$ cat src/rtl/pkss_pkg.sv
// Package: shared types and constants for the per-key statistics block.
package pkss_pkg;

  localparam int KeyW   = 120;
  localparam int CountW = 24;
  localparam int SumW   = 40;
  localparam int SqW    = 56;
  localparam int EnergyW = 48;
  localparam int CntW   = 32;

  localparam logic [1:0] KIND_TEMP   = 2'd0;
  localparam logic [1:0] KIND_ENERGY = 2'd1;

  localparam logic ACT_ACCUM = 1'b0;
  localparam logic ACT_CHECK = 1'b1;

  typedef struct packed {
    logic        action;
    logic [55:0] key_high;
    logic [63:0] key_low;
    logic [1:0]  kind;
    logic        alert;
    logic signed [15:0] value;
  } in_item_t;

  typedef struct packed {
    logic        anomaly;
    logic        sensor_found;
    logic        table_full_drop;
    logic [31:0] alert_total;
    logic signed [47:0] energy_total;
    logic [31:0] anomaly_total;
  } out_item_t;

  typedef enum logic [3:0] {
    ST_IDLE, ST_SEARCH, ST_READ, ST_MUL1, ST_MUL2, ST_MUL3, ST_MUL4, ST_MUL5,
    ST_CMP, ST_DONE
  } back_state_t;

endpackage

$ cat src/rtl/pkss_front.sv
// Front end: input queue; the global counters (alerts, energy) live in the back end.
module pkss_front import pkss_pkg::*; (
  input  logic     clk,
  input  logic     rst,
  input  in_item_t in_item,
  input  logic     push,
  output logic     full,
  output in_item_t q_item,
  output logic     q_valid,
  input  logic     q_take
);
  // two-entry queue decouples acceptance from the back end
  in_item_t    buf_item [2];
  logic        wptr, rptr;
  logic [1:0]  fill;
  logic        do_push, do_pop;

  assign full    = (fill == 2'd2);
  assign q_valid = (fill != 2'd0);
  assign q_item  = buf_item[rptr];
  assign do_push = push && !full;
  assign do_pop  = q_take && q_valid;

  always_ff @(posedge clk) begin
    if (do_push) begin
      buf_item[wptr] <= in_item;
    end
    if (rst) begin
      wptr <= 1'b0;
      rptr <= 1'b0;
      fill <= 2'd0;
    end else begin
      if (do_push) wptr <= ~wptr;
      if (do_pop)  rptr <= ~rptr;
      fill <= fill + {1'b0, do_push} - {1'b0, do_pop};
    end
  end
endmodule

$ cat config.mk
export PLATFORM = sky130hd
export DESIGN_NAME = pkss_front
export DESIGN_NICKNAME = d
export VERILOG_FILES = /design/src/rtl/pkss_pkg.sv /design/src/rtl/pkss_front.sv
export SDC_FILE = /design/constraint.sdc
export NUM_CORES = 1
export LEC_CHECK = 0
export ABC_AREA = 1
export BUFFER_PORTS_ARGS = -buffer_cell sky130_fd_sc_hd__buf_2
export CAP_MARGIN = 15
export CORE_MARGIN = 5
export CORE_UTILIZATION = 52
export CTS_CLUSTER_DIAMETER = 200
export DETAILED_ROUTE_END_ITERATION = 6
export MAX_ROUTING_LAYER = met4
export PLACE_DENSITY = 0.87
export SLEW_MARGIN = 20
export SYNTH_ARGS = -nofsm -noshare
export SYNTH_HDL_FRONTEND = slang
export SYNTH_SLANG_ARGS = --single-unit
export TNS_END_PERCENT = 1
$ cat constraint.sdc
create_clock -name clk -period 10.44 [get_ports clk]
set_input_delay 2.088 -clock clk [delete_from_list [all_inputs] [get_ports clk]]
set_output_delay 2.088 -clock clk [all_outputs]
set_load 0.01 [all_outputs]
======== Yosys cells after proc, flatten, opt, wreduce, memory -nomap -nowiden ========
Memory sizes are Yosys's and may differ from the RTL's. A register that Yosys moved wholly into a read port is not among the register bits.
Index checks and enable logic that the tools add are counted.
storage, ports and cells
  bits in registers ....................... 4
  bits in writable memories ............... 280
  bits of input ports ..................... 144
  output and inout bits ................... 142
  logic and storage cells ................. 17
  memories ................................ 1
memories
  memory    depth  bits a word  read ports  clocked after memory_dff  wr ports  line              text
  buf_item  2      140          1           1                         1         pkss_front.sv:13  in_item_t buf_item [2];
cells by class
  $add $sub $neg .......................... 2
  eq/ne operators ......................... 1
  muxes and demuxes ....................... 4
  bitwise logic cells ..................... 2
  reductions and logical operators ........ 4
operators with widths
  operator              count
  $mux W1               4
  $add A2 B1 Y2         1
  $eq A2 B2 Y1 const B  1
  $logic_and A1 B1 Y1   2
  $not A1 Y1            2
  $reduce_bool A2 Y1    1
  $sub A2 B1 Y2         1
  $logic_not A1 Y1      1

======== Logic depth before layout (Yosys ltp) ========
Gate-level depths: netlist (run 1).
  depth in word-level cells ............... 5
  gate-level depth with buffers ........... 11
  gate-level depth less buffers ........... 11

======== Least setup slack after synthesis (run 1) ========
Ideal clock, no wire load.
  kind .................................... input to register
  start ................................... input push
  end ..................................... memory buf_item[0][0] in the netlist's numbering (enable)
  library setup time ...................... 0.641 ns
  data arrival time ....................... 7.970 ns
  required time ........................... 9.799 ns
  slack ................................... 1.829 ns
  stages .................................. 2
  buffers on the path ..................... 0
  path through ............................ nand2_1 -> nor2_1
on the way
  longest elaborated chain between the ends .. 3
RTL lines
  what                           line              text
  start: declaration             pkss_front.sv:6   input logic push,
  $logic_and A1 B1 Y1            pkss_front.sv:21  assign do_push = push && !full;
  $mux W1                        pkss_front.sv:25  if (do_push) begin
  $mux W1 (implied by the code)  pkss_front.sv:26  buf_item[wptr] <= in_item;
  end: declaration               pkss_front.sv:13
No other way between the ends.

==> flow_metrics.tcl, run 1 <==
set metrics [dict create \
    numPlacedInstances 1017 \
    pwr-share-comb_pct 24.0 \
    number_of_warning_messages_in_the_yosys_log 0 \
    tritoncts_clock_tree "built" \
    grtUsageTotal_pct 17.5 \
    fill_cells 1369 \
    seq_power_share_pct 48.3 \
    critical-path-slowest-cell "sky130_fd_sc_hd__dfxtp_4" \
    maxcap_violations 0 \
    synth_fp_nets 620 \
    synth_edf_count 280 \
    routed_wirelength_normalized_by_instance_count_um 19.6 \
    yosysTopAreaCell "sky130_fd_sc_hd__edfxtp_1" \
    yosysTopAreaCellShare_pct 78.1 \
    worst_endpoint_required_time_ns 8.35 \
    synth.top_cells.by_area "sky130_fd_sc_hd__edfxtp_1 (78%), sky130_fd_sc_hd__mux2_4 (14%), sky130_fd_sc_hd__mux2_2 (4.2%), sky130_fd_sc_hd__buf_6 (1.2%), sky130_fd_sc_hd__dfxtp_1 (0.93%)" \
    setup_viol 0 \
    fin_nets 922 \
    place_worst_setup_slack_ns 6.15 \
    post-cts-setup-buffer-count 0 \
    die_outline_area_um2 23700 \
    firstDrtPassIters 4 \
    number_of_vias_after_detailed_routing 5343 \
    setup_ws_ns 5.81 \
    power_report.internal_total_uw 2320 \
    power.share.clock_pct 27.6 \
    r2r_start "fill[0]" \
    floorplan.die.height_um 154 \
    drt-vias-per-instance 5.00 \
    fin_crit_sh_pct 44.4 \
    cts_num_sinks 285 \
    rsz0062_at_grt "false" \
    netSwitchingFraction_pct 25.9 \
    cts.hold.buffers_added 0 \
    tightestPinTransition_ns 0.911 \
    flow.area_growth_from_synthesis_pct 22.8 \
    std_cell_rows 52 \
    finalHoldViolCount 0 \
    cts-root-to-sink-buffers 3 \
    antenna_found_initial 4 \
    die_width_um 154 \
    setup_total_neg_slack_ns 0 \
    r2r_slack_ns 7.84 \
    clock-skew-final_ns 0.0107 \
    post_cts.resized_instances 0 \
    setup.worst_path.end_class "output pin" \
    vdd.ir_drop.worst_uv 161 \
    leakagePower_uw 0.00516 \
    r2r_cells 5 \
    power.density_cell_area_nw_per_um2 237 \
    synth.top_cells.by_count "sky130_fd_sc_hd__edfxtp_1 (280), sky130_fd_sc_hd__mux2_4 (100), sky130_fd_sc_hd__mux2_2 (40), sky130_fd_sc_hd__buf_6 (11)" \
    drcViolationCount 0 \
    post_route_cells_drive_above_1_share_pct 58.3 \
    yosysSeqAreaShare_pct 79.0 \
    timing.critical_path.cells "buf_12, mux2_4, buf_2" \
    worst_skew_pair.late_latency_ns 0.51 \
    number_of_different_library_cells_in_the_post_synthesis_netlist 13 \
    drt_first_iter_violations 362 \
    fmaxAchievable_mhz 216 \
    finish.cell_count_without_fillers 1068 \
    switchingPower_uw 812 \
    gp_routability_congestion 0.760 \
    core_um2 20300 \
    crit_path_start_kind "flip-flop" \
    root_buffer "sky130_fd_sc_hd__clkbuf_16" \
    io_pins 286 \
    post-route-min-period_ns 4.63 \
    clk_transition_reported_paths_ns 0.06 \
    post-synth-top-count-cell "sky130_fd_sc_hd__edfxtp_1" \
    start_to_end_type_of_the_worst_setup_path "reg -> out" \
    timing.hold.worst_path_depth 2 \
    totalWireLength_mm 21.0 \
    worst_slew_margin_rel_pct 39.1 \
    portBuffers 285 \
    post-dp-hpwl_mm 14.4 \
    max_stage_delay_ns 0.80 \
    cp_max_fo 96 \
    async_sr_flop_fraction_pct 0 \
    cts_buffers 27 \
    holdCritPathClass "reg -> reg" \
    initial_utilization_pct 53.0 \
    dominant_synthesized_flop_cell "sky130_fd_sc_hd__edfxtp_1" \
    min-delay-start "rptr" \
    grt_first_pass_wirelength_mm 31.5 \
    timing.critical_path.arrival_ns 2.55 \
    syn_avg_cell_area_um2 22.7 \
    grt_start_max_net_pins 97 \
    antenna_violating_nets_post_route 0 \
    worstReg2RegEnd "buf_item[0][91]" \
    post_synth_inst_count 474 \
    finalMaxSlewViolations 0 \
    overflow 0 \
    grt_pass1_vias 5792 \
    outcome "finished, final reports clean" \
    synth.cell_area_um2 10800 \
    ys_ff_latch 285 \
    h-tree-depth 1 \
]
sequential cells by signal, indices dropped and copies added (netlist names), named ones only:
register  count
fill          2
buf_item    280
wptr          1
rptr          1
stage by stage:
step                      util, %  instance area [µm²]  hold slack [ns]  total power, µW
after floorplan                 -                10800            0.467             2070
after global placement       61.2                12400            0.485             2280
after detailed placement     61.2                12400            0.488             2300
after CTS                    65.1                13200            0.513             3170
after global routing         65.1                13200            0.544             3280
final                        65.1                13200            0.511             3130
worst max path at each step:
stage | cells past startpoint | slack (ns) | to | start
global route | 3 | 5.69 | q_item[5] | flip-flop
finish | 3 | 5.81 | q_item[88] | flip-flop
CTS | 3 | 5.76 | q_item[15] | flip-flop
global placement | 4 | 6.17 | buf_item[0][84] | push
floorplan | 2 | 1.83 | buf_item[0][0] | push
detailed placement | 4 | 6.15 | buf_item[0][84] | push
critical path, delay by kind of cell, from the launching register on:
kind     cells  cell delay [ns]
flops        1             0.80
buf+inv      2             0.71
mux          1             0.37
placed cells by master (no fill, tap or decap), types with 5 or more instances in the layout:
| cell type | n |
|---|---|
| sky130_fd_sc_hd__nand2_1 | 8 |
| sky130_fd_sc_hd__buf_2 | 285 |
| sky130_fd_sc_hd__inv_1 | 8 |
| sky130_fd_sc_hd__edfxtp_1 | 280 |
| sky130_fd_sc_hd__clkinv_1 | 5 |
| sky130_fd_sc_hd__clkbuf_16 | 27 |
| sky130_fd_sc_hd__mux2_4 | 100 |
| sky130_fd_sc_hd__clkbuf_1 | 11 |
| sky130_fd_sc_hd__nor2_1 | 8 |
| sky130_fd_sc_hd__mux2_2 | 40 |
layout make-up:
class	count	area [µm²]	share of cell area, %
Antenna cell	4	10.0	0.0757
Clock buffer	41	758	5.73
Tap cell	270	338	2.55
Clock inverter	6	23.8	0.180
Multi-Input combinational cell	164	2070	15.7
Inverter	9	38.8	0.293
Timing Repair Buffer	289	1470	11.1
Sequential cell	285	8510	64.4
cells by family (layout without fill, tap and decap cells):
logic type	after synthesis	count (layout)	share of synthesized area (%)
DFF	285	285	79.0
and+or+nand+nor	20	20	0.732
AOI/OAI and AO/OA	2	2	0.0930
other	0	4	0
buffers and inverters	25	345	1.79
muxes	140	140	18.1
adders and majority gates	2	2	0.232
per-layer routing:
metal / track usage (%) / routed length (µm) / part of all wire, % / up-vias
met1: 20.2 / 7900 / 38 / 2598
li1: - / - / - / 2468
met3: 4.53 / 1760 / 8.4 / 40
met2: 30.3 / 10700 / 51 / 237
met5: - / 0 / 0 / -
met4: 5.13 / 553 / 2.6 / 0
power groups by stage:
stage | combinational (µW) | sequential (µW) | clock [µW]
2_1_floorplan | 537 | 1530 | 0
3_3_place_gp | 753 | 1530 | 0
3_5_place_dp | 764 | 1540 | 0
4_1_cts | 769 | 1520 | 888
5_1_grt | 806 | 1530 | 947
6_report | 753 | 1510 | 866
Power figures use the tool's default switching activity.
==> run 2: changes to the inputs <==
Settings changed: CORE_UTILIZATION 52 to 47, PLACE_DENSITY 0.87 to 0.83.
Clock period 10.44 ns to 4.2 ns, I/O delays scaled along.
==> run 2 against run 1 <==
Compared with the run above:
- first-iteration DRC count is 19% lower
- clock skew is 0.0032 ns higher
- largest cell class unchanged
- final cell count is 2.1% higher
- total power rose to 2.5 times the previous value
- clock power grew to 2.7 times the previous value
- flip-flop and latch count unchanged
- via count shrank 0.60%
- sequential power rose by 150%
- global-route usage is 2.2 points lower
- largest power group unchanged
==> flow_metrics.tcl, run 2 (synthesis gave the netlist of run 1 again) <==
set metrics [dict create \
    fmaxAchievable_mhz 360 \
    drt_first_iter_violations 292 \
    largest_register "buf_item" \
    cts-root-to-sink-buffers 3 \
    setup_viol 0 \
    finalMaxSlewViolations 0 \
    stdcell_area_um2 13400 \
    timing.critical_path.arrival_ns 1.94 \
    die_width_um 161 \
    crit_path_start_kind "flip-flop" \
    flow.area_growth_from_synthesis_pct 24.1 \
    fin_nets 927 \
    worstReg2RegEnd "buf_item[1][73]" \
    grt_pass1_vias 5699 \
    routed_wirelength_normalized_by_instance_count_um 18.4 \
    std_cell_rows 55 \
    start_to_end_type_of_the_worst_setup_path "reg -> out" \
    power.density_cell_area_nw_per_um2 595 \
    overflow 0 \
    post-dp-hpwl_mm 13.6 \
    area_post_placement_um2 12500 \
    finalHoldViolCount 0 \
    drcViolationCount 0 \
    mostFrequentLayoutCells "sky130_fd_sc_hd__buf_2 (285), sky130_fd_sc_hd__edfxtp_1 (280), sky130_fd_sc_hd__mux2_4 (100), sky130_fd_sc_hd__mux2_2 (40), sky130_fd_sc_hd__clkbuf_16 (29)" \
    clk_transition_reported_paths_ns 0.06 \
    post-cts-setup-buffer-count 0 \
    post_route_cells_drive_above_1_share_pct 58.9 \
    rsz0062_at_grt "false" \
    clock-skew-final_ns 0.0139 \
    leakagePower_uw 0.00522 \
    post-route-min-period_ns 2.78 \
    global_route.usage.met2_pct 26.0 \
    totalWireLength_mm 20.0 \
    worst_endpoint_required_time_ns 3.36 \
    power_report.internal_total_uw 5870 \
    cts_buffers 29 \
    setup.worst_path.end_class "output pin" \
    maxcap_violations 0 \
    worst_skew_pair.late_latency_ns 0.52 \
    initial_utilization_pct 47.7 \
    core_um2 22600 \
    cts.hold.buffers_added 0 \
    portBuffers 285 \
    vdd.ir_drop.worst_uv 423 \
    grt_first_pass_wirelength_mm 30.4 \
    number_of_vias_after_detailed_routing 5311 \
    numPlacedInstances 1035 \
    switchingPower_uw 2080 \
    antenna_found_initial 2 \
    tritoncts_clock_tree "built" \
    worst_slew_margin_rel_pct 47.6 \
    gr-max-usage-layer "met2" \
    fin_crit_sh_pct 66.2 \
    timing.hold.worst_path_depth 2 \
    final_core_util_pct 59.2 \
    r2r_start "fill[0]" \
    power.share.clock_pct 28.9 \
    r2r_cells 5 \
    timing.hold.ws_ns 0.500 \
    cp_max_fo 81 \
    finish.cell_count_without_fillers 1090 \
    pwr-share-comb_pct 24.6 \
    firstDrtPassIters 4 \
    grt_use_met1_pct 18.0 \
    holdPathEnd "fill[0]" \
    cts_num_sinks 285 \
    netSwitchingFraction_pct 26.2 \
    largest_register_ffs 280 \
    setup_total_neg_slack_ns 0 \
    grtUsageTotal_pct 15.2 \
    r2r_slack_ns 2.07 \
    root_buffer "sky130_fd_sc_hd__clkbuf_16" \
    die_outline_area_um2 26000 \
    drt-vias-per-instance 4.87 \
    holdCritPathClass "in -> reg" \
    fill_cells 1689 \
    layout_top_registers "buf_item: 280 flops, fill: 2 flops" \
    seq_power_share_pct 46.5 \
    antenna_violating_nets_post_route 0 \
    post_cts.resized_instances 0 \
    gp_routability_congestion 0.764 \
    io_pins 286 \
    floorplan.die.height_um 161 \
    grt_start_max_net_pins 82 \
    mostFrequentLayoutCell "sky130_fd_sc_hd__buf_2" \
    outcome "finished, final reports clean" \
    tightestPinTransition_ns 0.785 \
    min-delay-start "rst" \
    gr-usage-met3_pct 3.80 \
    h-tree-depth 1 \
]
==> run 2: worst max path at each step <==
| stage | endpoint | cells past startpoint | from | slack [ns] |
|---|---|---|---|---|
| global placement | buf_item[1][120] | 4 | push | 1.72 |
| CTS | q_item[21] | 3 | flip-flop | 1.38 |
| finish | q_item[19] | 3 | flip-flop | 1.42 |
| floorplan | buf_item[1][0] | 2 | push | 0.06 |
| global route | q_item[25] | 3 | flip-flop | 1.36 |
| detailed placement | buf_item[1][9] | 4 | push | 1.69 |
==> run 2: through the flow <==
| step | total power, µW | setup slack (ns) |
|---|---|---|
| 2_1_floorplan | 5100 | 0.0578 |
| 3_3_place_gp | 5700 | 1.72 |
| 3_5_place_dp | 5750 | 1.69 |
| 4_1_cts | 8070 | 1.38 |
| 5_1_grt | 8330 | 1.36 |
| 6_report | 7950 | 1.42 |
==> run 2: layer usage <==
layer | part of all wire [%] | wire length, µm | vias up
li1 | - | - | 2486
met1 | 39 | 7880 | 2574
met2 | 51 | 10200 | 213
met3 | 7.6 | 1520 | 38
met4 | 2.3 | 469 | 0
met5 | 0 | 0 | -
==> run 2: cell type report <==
cell class                 instances  area, µm²  share of cell area [%]
tap                              285        357                    2.67
timing repair buffer             292       1520                    11.3
sequential                       285       8510                    63.7
multi-input combinational        164       2070                    15.5
clock buffer                      33        741                    5.54
antenna                            2       5.00                  0.0374
inverter                           9       38.8                   0.290
clock inverter                    20        124                   0.927
==> run 2: power by group through the flow <==
stage	Clock, µW	Combinational (µW)	Sequential, µW
3_5_place_dp	0	1990	3760
2_1_floorplan	0	1340	3760
6_report	2300	1960	3700
4_1_cts	2370	1990	3700
5_1_grt	2510	2090	3730
3_3_place_gp	0	1970	3730
==> run 2: worst max-delay path: stages, from the launching register on <==
cell and delay [ns]:
sky130_fd_sc_hd__dfxtp_4 0.37, sky130_fd_sc_hd__buf_12 0.38, sky130_fd_sc_hd__mux2_2 0.41, sky130_fd_sc_hd__buf_2 0.14
==> run 3: changes to the inputs <==
Settings changed: CORE_UTILIZATION 47 to 52, PLACE_DENSITY 0.83 to 0.87.
Clock period 4.2 ns to 2.7 ns, I/O delays scaled along.
==> run 3 against run 2 <==
Compared with the run above:
- flip-flop and latch count unchanged
- design area grew 1.2%
- setup slack worse by 1.3 ns
- final cell count decreased by 0.28%
- wire length is 7.1% higher
- via count grew 3.5%
- sequential share of layout area shrank 0.74 points
- clock power rose by 58%
- total power increased by 58%
- critical path depth stayed put
- critical endpoint is now q_item[51]
- highest routed layer unchanged
==> flow_metrics.tcl, run 3 (synthesis gave the netlist of run 1 again) <==
set metrics [dict create \
    outcome "finished, final reports clean" \
    cts.hold.buffers_added 0 \
    switchingPower_uw 3350 \
    timing.hold.ws_ns 0.173 \
    clk_transition_reported_paths_ns 0.06 \
    floorplan.die.height_um 154 \
    power_report.internal_total_uw 9210 \
    worstReg2RegEnd "buf_item[1][46]" \
    post-cts-setup-buffer-count 0 \
    largest_register_ffs 280 \
    initial_utilization_pct 53.0 \
    antenna_found_initial 3 \
    start_to_end_type_of_the_worst_setup_path "reg -> out" \
    overflow 0 \
    drt_first_iter_violations 346 \
    gp_routability_congestion 0.791 \
    largest_register "buf_item" \
    tightestPinTransition_ns 0.654 \
    io_pins 286 \
    maxcap_violations 0 \
    cts-root-to-sink-buffers 3 \
    grtUsageTotal_pct 18.2 \
    die_outline_area_um2 23700 \
    mostFrequentLayoutCell "sky130_fd_sc_hd__buf_2" \
    grt_start_max_net_pins 73 \
    rsz0062_at_grt "false" \
    vdd.ir_drop.worst_uv 642 \
    holdPathEnd "fill[0]" \
    post_route_cells_drive_above_1_share_pct 60.2 \
    mostFrequentLayoutCells "sky130_fd_sc_hd__buf_2 (285), sky130_fd_sc_hd__edfxtp_1 (280), sky130_fd_sc_hd__mux2_4 (100), sky130_fd_sc_hd__mux2_2 (40), sky130_fd_sc_hd__clkbuf_16 (29)" \
    setup.worst_path.end_class "output pin" \
    std_cell_rows 52 \
    min-delay-start "rst" \
    post_cts.resized_instances 0 \
    worst_slew_margin_rel_pct 56.3 \
    r2r_cells 4 \
    power.share.clock_pct 28.9 \
    routed_wirelength_normalized_by_instance_count_um 19.8 \
    tritoncts_clock_tree "built" \
    flow.area_growth_from_synthesis_pct 25.6 \
    setup_viol 0 \
    core_um2 20300 \
    netSwitchingFraction_pct 26.7 \
    layout_top_registers "buf_item: 280 flops, fill: 2 flops" \
    totalWireLength_mm 21.5 \
    r2r_start "fill[1]" \
    h-tree-depth 1 \
    fin_nets 935 \
    die_width_um 154 \
    clock-skew-final_ns 0.00632 \
    firstDrtPassIters 4 \
    cp_max_fo 19 \
    post-route-min-period_ns 2.57 \
    crit_path_start_kind "flip-flop" \
    leakagePower_uw 0.00529 \
    holdCritPathClass "in -> reg" \
    power.density_cell_area_nw_per_um2 928 \
    post-dp-hpwl_mm 14.7 \
    antenna_violating_nets_post_route 0 \
    grt_first_pass_wirelength_mm 32.6 \
    drt-vias-per-instance 5.06 \
    drcViolationCount 0 \
    seq_power_share_pct 46.2 \
    grt_pass1_vias 5870 \
    worst_endpoint_required_time_ns 2.16 \
    timing.critical_path.arrival_ns 2.03 \
    fin_crit_sh_pct 95.2 \
    root_buffer "sky130_fd_sc_hd__clkbuf_16" \
    number_of_vias_after_detailed_routing 5496 \
    timing.hold.worst_path_depth 2 \
    pwr-share-comb_pct 24.9 \
    r2r_slack_ns 0.80 \
    fmaxAchievable_mhz 389 \
    cts_buffers 29 \
    finalHoldViolCount 0 \
    worst_skew_pair.late_latency_ns 0.53 \
    finalMaxSlewViolations 0 \
    portBuffers 285 \
    cts_num_sinks 285 \
    totalPowerFinal_uw 12600 \
]
==> run 3: cell count changes in the layout (fill, tap and decap cells not counted), moves of 2 or more <==
cell / before / now
sky130_fd_sc_hd__buf_12: 3 / 9
sky130_fd_sc_hd__clkinv_2: 4 / 9
sky130_fd_sc_hd__diode_2: 2 / 5
sky130_fd_sc_hd__nand2_1: 8 / 6
sky130_fd_sc_hd__buf_4: 4 / 6
sky130_fd_sc_hd__clkinv_1: 11 / 7
==> run 3: worst max path at each step <==
stage	endpoint	slack, ns
finish	q_item[51]	0.13
floorplan	buf_item[0][0]	-0.38
global placement	buf_item[1][73]	0.61
global route	q_item[50]	0.06
detailed placement	buf_item[1][80]	0.62
CTS	q_item[51]	0.08
==> run 3: power groups by stage <==
stage	sequential [µW]	clock, µW	combinational, µW
final	5800	3630	3120
after CTS	5810	3730	3180
after floorplan	5840	0	2100
after detailed placement	5890	0	3150
after global routing	5860	3950	3330
after global placement	5850	0	3090
==> run 3: critical path, cell delays in order (launching register included) <==
cell	delay (ns)
sky130_fd_sc_hd__dfxtp_4	0.57
sky130_fd_sc_hd__buf_4	0.42
sky130_fd_sc_hd__mux2_4	0.34
sky130_fd_sc_hd__buf_2	0.14
==> run 3: final cells by class <==
class                   count  area, µm²
fillers                  1311       6780
multi-input cells         164       2100
inverters                   9       37.5
diodes                      5       12.5
flip-flops and latches    285       8510
repair buffers            300       1650
clock inverters            21        134
clock buffers              33        741
well taps                 270        338
==> run 3: routing by layer <==
| layer | up-vias | track usage, % | share of wire [%] |
|---|---|---|---|
| met1 | 2672 | 22.7 | 38 |
| met4 | 0 | 5.68 | 2.6 |
| met3 | 41 | 4.41 | 10 |
| met2 | 272 | 30.0 | 49 |
| li1 | 2511 | - | - |
| met5 | - | - | 0 |
==> run 3: stage by stage <==
stage	area, µm²	utilization [%]	setup slack [ns]	TNS, ns	instances
3_5_place_dp	12600	62.2	0.619	0	1028
5_1_grt	13500	66.6	0.0572	0	1085
4_1_cts	13500	66.6	0.0794	0	1082
3_3_place_gp	12600	62.2	0.613	0	1028
2_1_floorplan	10800	-	-0.380	-106.13	474
6_report	13500	66.6	0.129	0	1087
